**src/rtl/cordic_vectoring_polar_top_defines.svh**
```systemverilog
// Assertion macros shared by the CORDIC vectoring polar RTL.
`ifndef CORDIC_VECTORING_POLAR_TOP_DEFINES_SVH
`define CORDIC_VECTORING_POLAR_TOP_DEFINES_SVH

// Same-cycle implication, clocked on clk, off during reset.
`define CVP_ASSERT_IMP(lbl, ante, cons, msg) \
    lbl: assert property (@(posedge clk) disable iff (!rst_n) (ante) |-> (cons)) \
        else $error(msg);

// Next-cycle implication, clocked on clk, off during reset.
`define CVP_ASSERT_NXT(lbl, ante, cons, msg) \
    lbl: assert property (@(posedge clk) disable iff (!rst_n) (ante) |=> (cons)) \
        else $error(msg);

`endif

```
**src/rtl/cvp_pkg.sv**
```systemverilog
// Types, constants and arctangent table for the CORDIC vectoring pipeline.
package cvp_pkg;

    // Internal datapath widths
    localparam int XY_W  = 33;
    localparam int ANG_W = 18;
    localparam int IN_W  = 30;
    localparam int OUT_W = 32;

    // Table depth and gain compensation
    localparam int ATAN_ENTRIES = 16;
    localparam int FRAC_BITS    = 16;
    localparam logic [16:0] GAIN_COMP = 17'd39796;
    localparam int PROD_W = OUT_W + 17;

    // Vector state carried down the pipeline
    typedef struct packed {
        logic signed [XY_W-1:0]  x;
        logic signed [XY_W-1:0]  y;
        logic signed [ANG_W-1:0] ang;
    } cvp_vec_t;

    // atan(2^-i) in Q16, truncated
    function automatic logic signed [ANG_W-1:0] atan_q16(input int unsigned idx);
        logic signed [ANG_W-1:0] val;
        begin
            case (idx)
                0:       val = 18'sd51471;
                1:       val = 18'sd30385;
                2:       val = 18'sd16054;
                3:       val = 18'sd8149;
                4:       val = 18'sd4090;
                5:       val = 18'sd2047;
                6:       val = 18'sd1023;
                7:       val = 18'sd511;
                8:       val = 18'sd255;
                9:       val = 18'sd127;
                10:      val = 18'sd63;
                11:      val = 18'sd31;
                12:      val = 18'sd15;
                13:      val = 18'sd7;
                14:      val = 18'sd3;
                15:      val = 18'sd1;
                default: val = 18'sd0;
            endcase
            return val;
        end
    endfunction

endpackage

```
**src/rtl/cvp_gain.sv**
```systemverilog
// Gain compensation multiply and output register.
module cvp_gain
    import cvp_pkg::*;
(
    input  logic                     clk,
    input  logic                     rst_n,
    input  logic                     in_valid,
    output logic                     in_ready,
    input  cvp_vec_t                 in_data,
    output logic                     out_valid,
    input  logic                     out_ready,
    output logic signed [OUT_W-1:0]  raw_magnitude,
    output logic signed [OUT_W-1:0]  magnitude,
    output logic signed [ANG_W-1:0]  angle
);

    logic                           valid_reg;
    logic signed [OUT_W-1:0]        raw_reg;
    logic signed [ANG_W-1:0]        ang_reg;
    logic signed [PROD_W-1:0]       prod_reg;
    logic signed [OUT_W-1:0]        raw_next;
    logic signed [PROD_W-1:0]       prod_next;

    // Truncate final x to 32 bits and scale by the inverse gain
    assign raw_next  = in_data.x[OUT_W-1:0];
    assign prod_next = raw_next * $signed({1'b0, GAIN_COMP});

    assign in_ready = !valid_reg || out_ready;

    always_ff @(posedge clk or negedge rst_n)
    begin
        if (!rst_n)
        begin
            valid_reg <= 1'b0;
        end
        else if (in_ready)
        begin
            valid_reg <= in_valid;
        end
    end

    // Hold results until the transaction is taken
    always_ff @(posedge clk)
    begin
        if (in_valid && in_ready)
        begin
            raw_reg  <= raw_next;
            prod_reg <= prod_next;
            ang_reg  <= in_data.ang;
        end
    end

    assign out_valid     = valid_reg;
    assign raw_magnitude = raw_reg;
    assign magnitude     = prod_reg[FRAC_BITS+OUT_W-1:FRAC_BITS];
    assign angle         = ang_reg;

endmodule

```
**config.mk**
```make
export PLATFORM = sky130hd
export DESIGN_NAME = cvp_gain
export DESIGN_NICKNAME = d
export VERILOG_FILES = /design/src/rtl/cordic_vectoring_polar_top_defines.svh /design/src/rtl/cvp_pkg.sv /design/src/rtl/cvp_gain.sv
export SDC_FILE = /design/constraint.sdc
export NUM_CORES = 1
export LEC_CHECK = 0
export BUFFER_PORTS_ARGS = -buffer_cell sky130_fd_sc_hd__buf_2
export CAP_MARGIN = 15
export CORE_MARGIN = 4
export CORE_UTILIZATION = 45
export CTS_CLUSTER_SIZE = 12
export DETAILED_ROUTE_END_ITERATION = 6
export PLACE_DENSITY = 0.68
export RECOVER_POWER = 50
export SLEW_MARGIN = 20
export SYNTH_ARGS = -nofsm -noshare
export SYNTH_HDL_FRONTEND = slang
export SYNTH_SLANG_ARGS = --single-unit
```
**constraint.sdc**
```tcl
create_clock -name clk -period 2.83 [get_ports clk]
set_clock_uncertainty 0.05 [all_clocks]
set_input_delay 0 -clock clk [delete_from_list [all_inputs] [get_ports clk]]
set_output_delay 0 -clock clk [all_outputs]
set_load 0.1 [all_outputs]
```
==> impl_metrics.json <==
{
  "cpMaxStageDelayCell": "or4b_4",
  "timing.setup.tns_ps": -51020,
  "rows": 60,
  "vias_per_cell": 4.98,
  "synth_most_common_cell": "inv_1",
  "holdWs_ps": 10.7,
  "drive_above_1_share_pct": 36.6,
  "insertion_delay_ps": 350,
  "fin_crit_sh_pct": 164,
  "hold_viol_final": 0,
  "synthMuxAreaShare_pct": 0.123,
  "cts.path.max_buffers": 2,
  "hold_class": "in -> reg",
  "cp_top_family": "adder cells",
  "wl_met3_mm": 1.43,
  "grt_antenna_before_repair": 0,
  "gp_congestion": 0.925,
  "final-setup-viol-count": 32,
  "ctsRootBufferMaster": "clkbuf_16",
  "met2_length_mm": 16.6,
  "crit_required_ps": 2870,
  "max_cap_violations": 0,
  "synth_seq_cells": 83,
  "max_stage_delay_ps": 540,
  "fp.dieH_um": 173,
  "maxSlewViolCount": 0,
  "dpl.cell_count": 1830,
  "post-dp-hpwl_mm": 27.4,
  "fin_cells": 1916,
  "wl_per_cell_um": 17.9,
  "drt_iter0_drc": 434,
  "htree_levels": 3,
  "ys_types": 59,
  "clock_sinks": 83,
  "coreArea_um2": 26800,
  "path_clk_slew_ps": 90,
  "syn-cell-area_um2": 12200,
  "path_class": "in -> reg",
  "initial_core_util_pct": 45.5,
  "grt_usage_pct": 22.8,
  "wl_met1_mm": 15.4,
  "first_pass_iters": 5,
  "synth-compound-area-share_pct": 9.06,
  "violations": "negative setup slack",
  "yosys_most_used_dff": "edfxtp_1",
  "worstPathCellList": "clkbuf_4 -> buf_4 -> ha_1 -> ha_1 -> a21o_1 -> fa_1 -> fa_1 -> fa_1 -> inv_2 -> fa_1 -> inv_2 -> ha_4 -> nand4_1 -> or4b_4 -> o21bai_4 -> or4_4 -> buf_6 -> nand2_4 -> xnor2_4",
  "crit_top_cell": "fa_1",
  "netlist_top_cells_count": "282 x inv_1, 208 x ha_1, 180 x fa_1, 82 x edfxtp_1, 49 x a21oi_1",
  "antenna_left": 0,
  "antenna_cells": 0,
  "slew_headroom_pct": 17.2,
  "yosysSeqAreaShare_pct": 20.4,
  "yosys.area.top_type_share_pct": 29.5,
  "fin_crit_ps": 4650,
  "yosysTopAreaCell": "fa_1",
  "synth_adder_area_share_pct": 50.9,
  "grt_overflow_total": 0,
  "crit_buf_inv": 5,
  "die-area_um2": 29800,
  "top_layer_used": "met4",
  "nNetsFinal": 2046,
  "synth_area_leaders": "fa_1 30%, ha_1 21%, edfxtp_1 20%",
  "vias": 9549,
  "grt_pass1_wl_mm": 54.7,
  "die_w_um": 173,
  "synth_fp_nets": 1597,
  "syn_area_per_cell_um2": 10.9,
  "synthArstFlopShare_pct": 1.20,
  "cp_data_arrival_time_ps": 4690,
  "synth-xor-area-share_pct": 5.96,
  "grt_setup_unrepaired": "true",
  "cts_tree": "built",
  "status": "complete, but fails checks",
  "ios": 172,
  "synthCells": 1121,
  "crit_path_max_fanout": 6,
  "grt_pass1_vias": 10500,
  "worstMarginPinSlew_ps": 1250,
  "place_area_um2": 15900,
  "route.detailed.drc": 0,
  "wirelength_mm": 34.2,
  "startpoint_type": "primary input",
  "cp-end-kind": "flop",
  "grt_max_degree": 60,
  "synth_edf_count": 82,
  "worst_slack_ps": -1820,
  "clock.fmax_mhz": 215,
  "area_delta_synth_final_pct": 47.1,
  "synth_top_family_by_area": "adder cells",
  "synth-simple-area-share_pct": 4.46,
  "final_area_um2": 17900,
  "io_buffer_count": 137,
  "cts_buffers": 9,
  "yosysWarnings": 0
}
[per-layer routing]
metal / vias up / global-route usage, %
met1: 4733 / 31.1
li1: 4522 / -
met2: 246 / 39.0
met5: - / 0
met4: 0 / 5.56
met3: 48 / 3.24
[worst paths after layout]
kind | cells past startpoint | slack [ps] | endpoint | start
setup / recovery | 19 | -1820 | prod_reg[33] | in_data[70]
hold / removal | 2 | 10 | raw_magnitude[19] | in_data[70]
setup reg to reg | 3 | 1190 | prod_reg[34] | out_valid
hold reg to reg | 2 | 860 | angle[16] | out_valid
max in group asynchronous | 3 | 2170 | out_valid | rst_n
min in group asynchronous | 3 | 440 | out_valid | rst_n
[area by class of cell]
| class | instances | area [um2] |
|---|---|---|
| Clock buffer | 9 | 225 |
| Tap cell | 341 | 427 |
| Sequential cell | 83 | 2490 |
| Inverter | 282 | 1060 |
| Clock inverter | 7 | 67.6 |
| Timing Repair Buffer | 451 | 3380 |
| Multi-Input combinational cell | 743 | 10300 |
| Fill cell | 1985 | 8860 |
[metrics by stage]
step	worst slack (ps)	utilization [%]
after floorplan	-1880	-
after global placement	-2240	59.2
after detailed placement	-2310	59.2
after CTS	-1820	65.8
after global routing	-1950	66.9
final	-1820	66.9
[cell usage in the layout (no fill, tap or decap), types with 5 or more instances in the layout]
cell	n
inv_1	258
buf_4	227
fa_1	171
ha_1	120
edfxtp_1	82
clkbuf_1	79
ha_4	74
dlygate4sd3_1	48
buf_2	48
a21o_1	34
nand2_1	31
xor2_1	31
buf_6	29
xnor2_1	26
inv_2	24
a21oi_1	21
a21oi_2	19
nor2_1	16
o21ai_0	14
xor2_2	14
nand4_1	14
ha_2	14
buf_12	13
a21oi_4	11
xnor2_2	10
fa_2	9
clkbuf_16	9
o21ai_1	8
nand2_2	6
nor2_2	6
o21ai_2	6
a22o_1	5
o21bai_1	5
nand3_1	5
[worst reg2reg max path: cells and delay by family, from the launching register on]
family | cells | cell delay, ps
DFF | 1 | 400
buffers and inverters | 1 | 390
and+or+nand+nor | 2 | 450
[kinds of logic after synthesis]
family / after synthesis
AOI/OAI and AO/OA: 162
muxes: 1
and+or+nand+nor: 109
xor gates and xnor gates: 83
buffers and inverters: 295
adders and majority gates: 388
DFF: 83
[what timing repair did]
item	in CTS	in global routing
setup buffers	24	5
setup endpoints to repair	32	32
hold buffers	47	1
endpoints found under the hold margin	45	1
pin swaps	93	74
gates resized for setup	164	82
Power is not shown: default switching activity piles up to over one toggle a cycle in this logic, so the estimate is an artifact.
