**src/rtl/cordic_vectoring_polar_top_defines.svh**
```systemverilog
// Assertion macros shared by the CORDIC vectoring polar RTL.
`ifndef CORDIC_VECTORING_POLAR_TOP_DEFINES_SVH
`define CORDIC_VECTORING_POLAR_TOP_DEFINES_SVH

// Same-cycle implication, clocked on clk, off during reset.
`define CVP_ASSERT_IMP(lbl, ante, cons, msg) \
    lbl: assert property (@(posedge clk) disable iff (!rst_n) (ante) |-> (cons)) \
        else $error(msg);

// Next-cycle implication, clocked on clk, off during reset.
`define CVP_ASSERT_NXT(lbl, ante, cons, msg) \
    lbl: assert property (@(posedge clk) disable iff (!rst_n) (ante) |=> (cons)) \
        else $error(msg);

`endif

```
**src/rtl/cvp_pkg.sv**
```systemverilog
// Types, constants and arctangent table for the CORDIC vectoring pipeline.
package cvp_pkg;

    // Internal datapath widths
    localparam int XY_W  = 33;
    localparam int ANG_W = 18;
    localparam int IN_W  = 30;
    localparam int OUT_W = 32;

    // Table depth and gain compensation
    localparam int ATAN_ENTRIES = 16;
    localparam int FRAC_BITS    = 16;
    localparam logic [16:0] GAIN_COMP = 17'd39796;
    localparam int PROD_W = OUT_W + 17;

    // Vector state carried down the pipeline
    typedef struct packed {
        logic signed [XY_W-1:0]  x;
        logic signed [XY_W-1:0]  y;
        logic signed [ANG_W-1:0] ang;
    } cvp_vec_t;

    // atan(2^-i) in Q16, truncated
    function automatic logic signed [ANG_W-1:0] atan_q16(input int unsigned idx);
        logic signed [ANG_W-1:0] val;
        begin
            case (idx)
                0:       val = 18'sd51471;
                1:       val = 18'sd30385;
                2:       val = 18'sd16054;
                3:       val = 18'sd8149;
                4:       val = 18'sd4090;
                5:       val = 18'sd2047;
                6:       val = 18'sd1023;
                7:       val = 18'sd511;
                8:       val = 18'sd255;
                9:       val = 18'sd127;
                10:      val = 18'sd63;
                11:      val = 18'sd31;
                12:      val = 18'sd15;
                13:      val = 18'sd7;
                14:      val = 18'sd3;
                15:      val = 18'sd1;
                default: val = 18'sd0;
            endcase
            return val;
        end
    endfunction

endpackage

```
**src/rtl/cvp_stage.sv**
```systemverilog
// One CORDIC vectoring micro-rotation with its pipeline register.
`include "cordic_vectoring_polar_top_defines.svh"

module cvp_stage
    import cvp_pkg::*;
#(
    parameter int SHIFT = 0
)
(
    input  logic     clk,
    input  logic     rst_n,
    input  logic     in_valid,
    output logic     in_ready,
    input  cvp_vec_t in_data,
    output logic     out_valid,
    input  logic     out_ready,
    output cvp_vec_t out_data
);

    localparam logic signed [ANG_W-1:0] ATAN_VAL = atan_q16(SHIFT);
    localparam logic signed [ANG_W-1:0] ATAN_NEG = -ATAN_VAL;

    logic                    valid_reg;
    cvp_vec_t                data_reg;
    cvp_vec_t                data_next;
    logic signed [XY_W-1:0]  x_src;
    logic signed [XY_W-1:0]  y_src;

    // Rotate toward the positive x axis; negate before the shift
    always_comb
    begin
        if (!in_data.y[XY_W-1])
        begin
            x_src         = -in_data.x;
            y_src         = -in_data.y;
            data_next.ang = in_data.ang + ATAN_VAL;
        end
        else
        begin
            x_src         = in_data.x;
            y_src         = in_data.y;
            data_next.ang = in_data.ang - ATAN_VAL;
        end
        data_next.x = in_data.x - (y_src >>> SHIFT);
        data_next.y = in_data.y + (x_src >>> SHIFT);
    end

    // Advance when this slot is empty or downstream takes its transaction
    assign in_ready = !valid_reg || out_ready;

    always_ff @(posedge clk or negedge rst_n)
    begin
        if (!rst_n)
        begin
            valid_reg <= 1'b0;
        end
        else if (in_ready)
        begin
            valid_reg <= in_valid;
        end
    end

    // Load payload only on an accepted transaction
    always_ff @(posedge clk)
    begin
        if (in_valid && in_ready)
        begin
            data_reg <= data_next;
        end
    end

    assign out_valid = valid_reg;
    assign out_data  = data_reg;

    `CVP_ASSERT_NXT(a_load_sets_valid, in_valid && in_ready, out_valid, "stage lost a transaction")
    `CVP_ASSERT_IMP(a_empty_ready, !out_valid, in_ready, "empty stage refused input")
    `CVP_ASSERT_NXT(a_angle_step, in_valid && in_ready, (ANG_W'(out_data.ang - $past(in_data.ang)) == ATAN_VAL) || (ANG_W'(out_data.ang - $past(in_data.ang)) == ATAN_NEG), "angle step is not the table entry")

endmodule

```
**config.mk**
```make
export PLATFORM = sky130hd
export DESIGN_NAME = cvp_stage
export DESIGN_NICKNAME = d
export VERILOG_FILES = /design/src/rtl/cvp_pkg.sv /design/src/rtl/cvp_stage.sv
export VERILOG_INCLUDE_DIRS = /design/src /design/src/rtl
export SDC_FILE = /design/constraint.sdc
export NUM_CORES = 1
export LEC_CHECK = 0
export ABC_AREA = 1
export BUFFER_PORTS_ARGS = -buffer_cell sky130_fd_sc_hd__buf_4
export CORE_MARGIN = 3
export CORE_UTILIZATION = 35
export CTS_CLUSTER_DIAMETER = 150
export DETAILED_ROUTE_END_ITERATION = 8
export PLACE_DENSITY_LB_ADDON = 0.08
export SLEW_MARGIN = 5
export SYNTH_ARGS = -nofsm -noshare
export SYNTH_HDL_FRONTEND = slang
export SYNTH_SLANG_ARGS = --single-unit
export TNS_END_PERCENT = 1
```
**constraint.sdc**
```tcl
create_clock -name clk -period 5.85 [get_ports clk]
set_input_delay 1.17 -clock clk [delete_from_list [all_inputs] [get_ports clk]]
set_output_delay 1.17 -clock clk [all_outputs]
set_load 0.05 [all_outputs]
```
==> results of run 1 <==
-- kinds of logic (layout without fill, tap and decap cells) --
family	Yosys count	in the layout	share of synthesized area, %
compound gates	146	146	8.05
xor+xnor	97	97	8.48
fa+ha+maj	86	86	11.0
buf+inv	269	452	10.2
flops	84	84	25.1
simple gates	885	885	37.2
-- metal layers --
metal | wire length (um) | vias to the layer above | global-route usage (%) | share of wire (%)
met2 | 16300 | 306 | 38.4 | 45
met1 | 17400 | 4631 | 33.0 | 48
met5 | 27 | - | 0 | 0.075
li1 | - | 5317 | - | -
met3 | 1870 | 51 | 3.43 | 5.2
met4 | 650 | 4 | 5.52 | 1.8
-- registers in the layout, summed over array words and instances (netlist names) --
name	flops
out_valid	1
out_data	83
-- cells in the final DEF, fill, tap and decap left out, types with 3 or more instances in the layout --
cell type / count
buf_4: 176
edfxtp_1: 83
o21ai_1: 7
fa_1: 3
nor2_2: 14
and2_1: 3
o21ai_0: 29
a21oi_1: 81
clkbuf_16: 9
o21bai_1: 19
nand2_2: 10
nor2_1: 165
nand3_1: 104
inv_1: 254
xor2_1: 79
xnor2_1: 18
inv_2: 6
nand2_1: 530
nor3_1: 21
nor2_4: 6
nor3_2: 5
a21o_1: 6
nand4_1: 17
ha_1: 83
-- cell type report --
class	count	area [um^2]	area share [%]
clock buffer	10	229	1.90
inverter	260	976	8.09
timing repair buffer	176	1320	11.0
tap	378	473	3.92
multi-input combinational	1214	6490	53.8
clock inverter	6	48.8	0.405
sequential	84	2520	20.9
-- power by group through the flow --
stage	Combinational [mW]	Clock [mW]	Sequential (mW)
after floorplan	0.699	0	1.09
final	1.43	0.587	0.807
after detailed placement	1.42	0	0.821
after global routing	1.57	0.631	0.815
after global placement	1.43	0	0.822
after CTS	1.43	0.614	0.808
-- Yosys cell counts, types with 2 or more instances --
master	instances	share of area, %
a21o_1	6	0.45
a21oi_1	82	4.1
and2_1	3	0.19
buf_2	7	0.35
edfxtp_1	83	25
fa_1	3	0.60
ha_1	83	10
inv_1	254	9.5
inv_2	6	0.22
nand2_1	530	20
nand2_2	10	0.62
nand3_1	104	5.2
nand3_2	2	0.20
nand3b_1	2	0.15
nand4_1	17	1.1
nor2_1	165	6.2
nor2_2	14	0.87
nor2_4	6	0.67
nor3_1	21	1.0
nor3_2	5	0.50
o21ai_0	29	1.4
o21ai_1	7	0.35
o21bai_1	19	1.4
or2_2	2	0.12
xnor2_1	18	1.6
xor2_1	79	6.9
-- path summary, 6_finish.rpt --
| check | from | to | slack (ns) | cells after the start |
|---|---|---|---|---|
| worst max-delay path | in_data[50] | out_data[48] | 1.92 | 15 |
| worst min-delay path | rst_n | out_valid | 0.57 | 1 |
| worst max register to register | out_valid | out_data[53] | 4.02 | 2 |
| worst min register to register | out_valid | out_valid | 0.59 | 2 |
| max in group asynchronous | rst_n | out_valid | 5.20 | 1 |
| min in group clk | out_valid | out_valid | 0.59 | 2 |
-- through the flow --
| stage | area [um^2] | hold slack [ns] | power (mW) | worst slack [ns] |
|---|---|---|---|---|
| after floorplan | 10000 | 0.874 | 1.79 | 0.0729 |
| after global routing | 12100 | 0.556 | 3.02 | 1.65 |
| after detailed placement | 11800 | 0.579 | 2.24 | 1.59 |
| after CTS | 12100 | 0.554 | 2.85 | 1.99 |
| after global placement | 11800 | 0.577 | 2.25 | 1.58 |
| final | 12100 | 0.574 | 2.82 | 1.92 |
==> flow_metrics.env, run 1 <==
export IMPL_insertion_delay_ns=0.36
export IMPL_ioPinCount=174
export IMPL_grt_usage_pct=23.6
export IMPL_post_cts_resized=0
export IMPL_slew_headroom_pct=28.3
export IMPL_path_clk_slew_ns=0.07
export IMPL_p_seq_share_pct=28.6
export IMPL_ys_flop_type="edfxtp_1"
export IMPL_cp_slowest_cell="inv_2"
export IMPL_status="complete, no violations"
export IMPL_synth_warnings=0
export IMPL_cp_required_ns=5.96
export IMPL_combPwrFrac_pct=50.6
export IMPL_crit_family="buffers and inverters"
export IMPL_postCtsSetupBuffers=0
export IMPL_routed_wl_mm=36.2
export IMPL_fillers=3008
export IMPL_synth_seq_cells=84
export IMPL_num_rows=61
export IMPL_cp_start_kind="input port"
export IMPL_timing_critical_path_mode_cell="nand2_1"
export IMPL_start_util_pct=35.8
export IMPL_cts_buffer_depth=2
export IMPL_p_int_mw=1.52
export IMPL_path_class="in -> reg"
export IMPL_syn_nets=1741
export IMPL_crit_chain="buf_4 -> inv_2 -> buf_4 -> nand2_1 -> xor2_1 -> ha_1 -> nand2_1 -> nor2_2 -> inv_1 -> nor3_2 -> nand2_1 -> nand2_2 -> nand2_1 -> nand3_1 -> nand2_1"
export IMPL_first_pass_iters=5
export IMPL_dp_cells=2112
export IMPL_grt_max_degree=84
export IMPL_tightest_slew_ns=1.08
export IMPL_crit_fanout=28
export IMPL_period_needed_ns=3.93
export IMPL_core_area_um2=28000
export IMPL_drive_above_1_share_pct=13.8
export IMPL_grt_pass1_vias=10076
export IMPL_final_nets=1919
export IMPL_synthArstFlopShare_pct=1.19
export IMPL_area_delta_synth_final_pct=20.3
export IMPL_slew_violations=0
export IMPL_fin_setup_tns_ns=0
export IMPL_io_buffers=173
export IMPL_critPathBufInv=4
export IMPL_synthCells=1567
export IMPL_grt_ovfl_total=0
export IMPL_hold_path_class="in -> async"
export IMPL_ant_nets=0
export IMPL_dieArea_um2=30700
export IMPL_synthesis_area_um2=10000
export IMPL_yosys_cell_types_count=36
export IMPL_antenna_cells=0
export IMPL_wire_per_inst_um=17.0
export IMPL_antenna_found_initial=1
export IMPL_leakagePower_nw=6.31
export IMPL_viasPerCell=4.84
export IMPL_gp_congestion=0.979
export IMPL_yosysSeqAreaShare_pct=25.1
export IMPL_drtIter0Drc=789
export IMPL_syn_area_per_cell_um2=6.39
export IMPL_root_buffer="clkbuf_16"
export IMPL_p_clk_share_pct=20.8
export IMPL_finalHoldViolCount=0
export IMPL_cts_made_buffers=9
export IMPL_drc=0
export IMPL_die_height_um=175
export IMPL_ir_drop_mv=0.105
export IMPL_grt_pass1_wl_mm=56.1
export IMPL_cp_end_kind="flip-flop"
export IMPL_fin_skew_ns=0.00904
export IMPL_dieWidth_um=175
export IMPL_fin_crit_sh_pct=67.1
export IMPL_fin_cells=2128
export IMPL_p_switching_mw=1.30
export IMPL_maxCapViolations=0
export IMPL_tritoncts="built"
export IMPL_numClockSinks=84
export IMPL_cp_arrival_ns=4.03
export IMPL_grt_setup_unrepaired="no"
export IMPL_cts_hold_buf=0
export IMPL_powerDensity_nw_per_um2=234
export IMPL_max_stage_delay_ns=0.47
export IMPL_max_freq_ghz=0.255
export IMPL_setup_viol=0
export IMPL_sw_frac_of_total_pct=46.1
export IMPL_htree_levels=3
export IMPL_synth_edf_count=83
export IMPL_post_route_util_pct=43.0
export IMPL_hpwl_mm=30.8
export IMPL_num_vias=10309
Power figures use the tool's default switching activity.
==> run 2, diff against run 1 <==
Settings changed: ABC_AREA 1 to 0.
Clock period 5.85 ns to 3.8 ns, I/O delays scaled along.
==> run 2 against run 1 <==
Against the previous run:
- the flow now finishes with violations (setup timing)
- synthesized area decreased by 20%
- core utilization increased by 11 points
- routed wire length fell by 32%
- critical path depth fell by 2
- non-clock buffer count grew 252
- die area is 19% lower
- cell area rose by 0.23%
- global-route usage decreased by 4.2 points
- flip-flop and latch count did not move
- via count is 24% lower
- register-to-register slack got worse by 1.9 ns
==> flow_metrics.env, run 2 <==
export IMPL_area_delta_synth_final_pct=50.9
export IMPL_leakagePower_nw=5.51
export IMPL_insertion_delay_ns=0.37
export IMPL_synth_warnings=0
export IMPL_p_seq_share_pct=26.9
export IMPL_grt_pass1_vias=7563
export IMPL_core_area_um2=22200
export IMPL_syn_area_per_cell_um2=9.03
export IMPL_yosys_cell_types_count=67
export IMPL_synthCells=887
export IMPL_violations="setup timing"
export IMPL_status="finished with violations"
export IMPL_holdWs_ns=0.174
export IMPL_drc=0
export IMPL_drtIter0Drc=336
export IMPL_ant_nets=0
export IMPL_period_needed_ns=3.99
export IMPL_io_buffers=173
export IMPL_p_switching_mw=1.82
export IMPL_cp_arrival_ns=4.09
export IMPL_design_area_um2=12100
export IMPL_first_pass_iters=5
export IMPL_numClockSinks=84
export IMPL_viasPerCell=4.95
export IMPL_fillers=2111
export IMPL_area_sequential_um2=2520
export IMPL_synth_top_cell_area_share_pct=31.1
export IMPL_synth_edf_count=83
export IMPL_slew_violations=0
export IMPL_p_clk_share_pct=21.7
export IMPL_grt_ovfl_total=0
export IMPL_maxCapViolations=0
export IMPL_ys_flop_type="edfxtp_1"
export IMPL_wire_per_inst_um=15.5
export IMPL_antenna_found_initial=1
export IMPL_path_class="in -> reg"
export IMPL_routed_wl_mm=24.5
export IMPL_hold_path_class="in -> async"
export IMPL_die_height_um=157
export IMPL_cts_buffer_depth=2
export IMPL_timing_final_ws_setup_ns=-0.191
export IMPL_final_nets=1475
export IMPL_grt_max_degree=48
export IMPL_largest_reg_flops=83
export IMPL_cp_start_kind="input port"
export IMPL_place_area_um2=11500
export IMPL_dieWidth_um=157
export IMPL_cts_made_buffers=9
export IMPL_final_common_cell="buf_4"
export IMPL_path_clk_slew_ns=0.07
export IMPL_fin_crit_sh_pct=105
export IMPL_gp_congestion=0.899
export IMPL_multi_input_area_um2=5530
export IMPL_num_vias=7850
export IMPL_ys_top_cells_by_count="106 x a21oi_1, 87 x xnor2_1, 83 x edfxtp_1, 83 x ha_1, 73 x nor2_1"
export IMPL_synthArstFlopShare_pct=1.19
export IMPL_sw_frac_of_total_pct=38.8
export IMPL_syn_nets=1061
export IMPL_max_freq_ghz=0.251
export IMPL_yosysTopAreaCell="edfxtp_1"
export IMPL_setup_viol=14
export IMPL_slew_headroom_pct=64.6
export IMPL_synthMostInstantiatedCell="a21oi_1"
export IMPL_ir_drop_mv=0.252
export IMPL_cts_hold_buf=0
export IMPL_powerDensity_nw_per_um2=389
export IMPL_grt_usage_pct=19.3
export IMPL_drive_above_1_share_pct=39.1
export IMPL_combPwrFrac_pct=51.4
export IMPL_root_buffer="clkbuf_16"
export IMPL_synth_seq_cells=84
export IMPL_hpwl_mm=19.9
export IMPL_start_util_pct=36.1
export IMPL_synthTopCellsByArea="edfxtp_1 31%, ha_1 13%, xnor2_1 9.5%"
export IMPL_yosysSeqAreaShare_pct=31.4
export IMPL_num_rows=54
export IMPL_finalHoldViolCount=0
export IMPL_ioPinCount=174
export IMPL_cp_required_ns=3.90
export IMPL_cp_end_kind="flip-flop"
export IMPL_tritoncts="built"
export IMPL_htree_levels=3
export IMPL_grt_setup_unrepaired="yes"
export IMPL_fin_skew_ns=0.0221
export IMPL_grt_pass1_wl_mm=38.2
export IMPL_synthesis_area_um2=8010
export IMPL_p_int_mw=2.87
export IMPL_tightest_slew_ns=0.532
export IMPL_dieArea_um2=24700
export IMPL_crit_fanout=5
export IMPL_final_cell_mix="425 x buf_4, 92 x a21oi_1, 87 x xnor2_1, 83 x edfxtp_1, 81 x ha_1"
run 2: critical path, stage by stage:
cell	delay, ns
buf_4	0.11
or4_4	0.54
or3_4	0.38
nor3_4	0.27
a31oi_1	0.15
xor2_1	0.20
ha_1	0.33
a21oi_2	0.16
or3b_1	0.36
o31a_1	0.29
o2bb2ai_2	0.16
a221oi_2	0.27
xnor2_1	0.09
run 2: power by group through the flow:
| stage | sequential [mW] | combinational [mW] | clock [mW] |
|---|---|---|---|
| after floorplan | 1.73 | 0.972 | 0 |
| after global placement | 1.28 | 2.35 | 0 |
| after detailed placement | 1.28 | 2.34 | 0 |
| after CTS | 1.27 | 2.38 | 1.04 |
| after global routing | 1.28 | 2.62 | 1.07 |
| final | 1.26 | 2.41 | 1.02 |
run 2: worst paths after layout:
path | startpoint | end | slack, ns | depth (start not counted)
hold / removal | rst_n | out_valid | 0.17 | 1
setup / recovery | in_data[59] | out_data[48] | -0.19 | 13
setup reg to reg | out_valid | out_data[53] | 2.15 | 3
max in group asynchronous | rst_n | out_valid | 3.55 | 1
hold reg to reg | out_valid | out_valid | 0.55 | 2
min in group clk | out_valid | out_valid | 0.55 | 2
run 2: timing repair:
| item | CTS | global route |
|---|---|---|
| pin swaps | 10 | 12 |
| endpoints found under the setup margin | 24 | 30 |
| buffers inserted | 2 | 3 |
| gates resized for setup | 18 | 39 |
run 2: cell families (layout without fill, tap and decap cells):
logic type | after synthesis | in the layout | synth area share [%]
compound gates | 270 | 270 | 20.9
simple gates | 252 | 252 | 16.1
xor+xnor | 135 | 135 | 14.8
fa+ha+maj | 86 | 86 | 13.7
flops | 84 | 84 | 31.4
buf+inv | 58 | 477 | 2.78
mux | 2 | 2 | 0.266
other cells | 0 | 1 | 0
run 2: through the flow:
step | cells | TNS, ns | setup WS [ns] | power (mW) | util [%]
4_1_cts | 1583 | -1.39 | -0.177 | 4.68 | 53.8
6_report | 1587 | -1.38 | -0.191 | 4.70 | 54.5
5_1_grt | 1587 | -4.20 | -0.352 | 4.97 | 54.5
3_3_place_gp | 1565 | -15.51 | -0.720 | 3.63 | 51.9
3_5_place_dp | 1565 | -16.00 | -0.695 | 3.62 | 51.9
2_1_floorplan | 887 | -4.89 | -0.421 | 2.70 | -
run 2: cell type report:
type / count / area share, %
multi-input combinational: 745 / 45.7
clock inverter: 7 / 0.870
timing repair buffer: 428 / 26.8
clock buffer: 9 / 1.86
inverter: 33 / 1.03
tap: 280 / 2.90
antenna: 1 / 0.0207
sequential: 84 / 20.8
run 2: per-layer routing:
layer	global-route usage (%)	routed length, um
met5	0	0
met4	4.26	219
met3	2.45	1290
met2	29.1	10300
met1	29.6	12700
==> run 3, diff against run 2 <==
Settings changed: CELL_PAD_IN_SITES_DETAIL_PLACEMENT set to 0, CELL_PAD_IN_SITES_GLOBAL_PLACEMENT set to 2.
Clock period 3.8 ns to 4.9 ns, I/O delays scaled along.
==> run 3 against run 2 <==
Against the previous run:
- critical endpoint is now out_data[80]
- count of clock-buffer cells in the layout unchanged
- clock skew decreased by 0.014 ns
- register-to-register slack better by 0.92 ns
- setup slack improved by 0.52 ns
- global-route usage is 0.92 points lower
- the flow now finishes without violations
==> flow_metrics.env, run 3 (synthesis gave the netlist of run 2 again) <==
export IMPL_final_cell_mix="205 x buf_4, 106 x a21oi_1, 87 x xnor2_1, 83 x ha_1, 83 x edfxtp_1"
export IMPL_final_common_cell="buf_4"
export IMPL_grt_max_degree=84
export IMPL_p_clk_share_pct=22.4
export IMPL_cts_buffer_depth=2
export IMPL_period_needed_ns=4.57
export IMPL_dieArea_um2=24700
export IMPL_sw_frac_of_total_pct=40.6
export IMPL_tightest_slew_ns=1.10
export IMPL_antenna_found_initial=0
export IMPL_fin_crit_sh_pct=93.3
export IMPL_root_buffer="clkbuf_16"
export IMPL_p_seq_share_pct=29.9
export IMPL_p_int_mw=1.95
export IMPL_combPwrFrac_pct=47.7
export IMPL_insertion_delay_ns=0.34
export IMPL_path_class="in -> reg"
export IMPL_dieWidth_um=157
export IMPL_final_nets=1252
export IMPL_grt_ovfl_total=0
export IMPL_cp_end_kind="flip-flop"
export IMPL_crit_reg2reg_launch="out_valid"
export IMPL_numClockSinks=84
export IMPL_grt_pass1_vias=6941
export IMPL_fillers=2253
export IMPL_powerDensity_nw_per_um2=325
export IMPL_p_switching_mw=1.33
export IMPL_ioPinCount=174
export IMPL_routed_wl_mm=23.2
export IMPL_drc=0
export IMPL_path_clk_slew_ns=0.07
export IMPL_place_area_um2=9800
export IMPL_worstReg2RegEnd="out_data[50]"
export IMPL_cts_hold_buf=0
export IMPL_design_area_um2=10100
export IMPL_num_rows=54
export IMPL_first_pass_iters=4
export IMPL_tritoncts="built"
export IMPL_leakagePower_nw=4.33
export IMPL_maxCapViolations=0
export IMPL_viasPerCell=5.15
export IMPL_drtIter0Drc=327
export IMPL_die_height_um=157
export IMPL_antenna_cells=0
export IMPL_core_area_um2=22200
export IMPL_hpwl_mm=18.7
export IMPL_status="complete, no violations"
export IMPL_ant_nets=0
export IMPL_holdWs_ns=0.393
export IMPL_io_buffers=173
export IMPL_fin_setup_tns_ns=0
export IMPL_slew_violations=0
export IMPL_gp_congestion=0.878
export IMPL_num_vias=7014
export IMPL_cp_arrival_ns=4.66
export IMPL_wire_per_inst_um=17.0
export IMPL_area_delta_synth_final_pct=26.2
export IMPL_grt_usage_pct=18.4
export IMPL_slew_headroom_pct=26.9
export IMPL_ir_drop_mv=0.169
export IMPL_cp_required_ns=4.99
export IMPL_postCtsSetupBuffers=0
export IMPL_htree_levels=3
export IMPL_drive_above_1_share_pct=22.2
export IMPL_max_freq_ghz=0.219
export IMPL_grt_pass1_wl_mm=36.3
export IMPL_largest_reg_flops=83
export IMPL_cts_made_buffers=9
export IMPL_start_util_pct=36.1
export IMPL_finalHoldViolCount=0
export IMPL_p_total_mw=3.28
export IMPL_post_cts_resized=0
export IMPL_grt_setup_unrepaired="no"
export IMPL_hold_path_class="in -> async"
export IMPL_crit_fanout=5
export IMPL_rr_worst_depth=2
export IMPL_cp_start_kind="input port"
export IMPL_setup_viol=0
export IMPL_regToRegSetupSlack_ns=3.07
export IMPL_fin_skew_ns=0.00831
## run 3: cell count changes in the layout (fill, tap and decap cells not counted), moves of 3 or more
| cell | previous run | this run |
|---|---|---|
| o21ai_1 | 12 | 1 |
| nor2_2 | 3 | 0 |
| a211oi_1 | 7 | 11 |
| nand2_2 | 3 | 0 |
| nor2_1 | 70 | 73 |
| nand2_1 | 52 | 55 |
| a21oi_1 | 92 | 106 |
| buf_4 | 425 | 205 |
| a31oi_1 | 10 | 14 |
| a211oi_2 | 4 | 0 |
| o21ai_0 | 34 | 45 |
| a21oi_2 | 14 | 0 |
## run 3: layout make-up
type	instances	area, um^2	share of cell area, %
clock buffers	9	225	2.23
clock inverters	7	82.6	0.817
inverters	33	124	1.23
multi-input cells	745	5270	52.1
flip-flops and latches	84	2520	24.9
well taps	280	350	3.47
repair buffers	205	1540	15.2
## run 3: worst max-delay path, stage by stage
cell,delay [ns]
buf_4,0.13
nor4_4,0.29
nand2_1,0.14
nor4b_2,0.38
inv_1,0.16
o41ai_2,0.51
xor2_1,0.20
ha_1,0.32
a21oi_1,0.27
a21o_1,0.17
a21boi_0,0.12
o21ai_0,0.17
a21oi_1,0.10
or3_1,0.36
a21oi_1,0.24
xnor2_1,0.13
## run 3: how the worst max path moves through the flow
| stage | start | end | slack (ns) | cells past startpoint |
|---|---|---|---|---|
| floorplan | in_data[59] | out_data[48] | 0.32 | 14 |
| global placement | in_data[26] | out_data[80] | -0.04 | 16 |
| detailed placement | in_data[26] | out_data[80] | -0.04 | 16 |
| CTS | in_data[26] | out_data[80] | 0.31 | 16 |
| global route | in_data[22] | out_data[80] | 0.07 | 16 |
| finish | in_data[26] | out_data[80] | 0.33 | 16 |
## run 3: per-stage QoR
step	instances	setup WS (ns)	util, %
floorplan	887	0.319	-
global placement	1347	-0.0352	44.2
detailed placement	1347	-0.0351	44.2
CTS	1363	0.311	45.6
global route	1363	0.0665	45.6
finish	1363	0.327	45.6
## run 3: metal layers
metal / share of wire (%) / global-route usage, %
met5: 0 / 0
met4: 1.2 / 4.21
met3: 3.7 / 2.14
met2: 42 / 27.9
met1: 53 / 28.0
## run 3: power groups by stage
stage	clock [mW]	sequential [mW]	combinational, mW
after global placement	0	0.996	1.58
after floorplan	0	1.34	0.745
after CTS	0.759	0.983	1.57
after detailed placement	0	0.996	1.56
after global routing	0.783	0.991	1.71
final	0.735	0.981	1.57
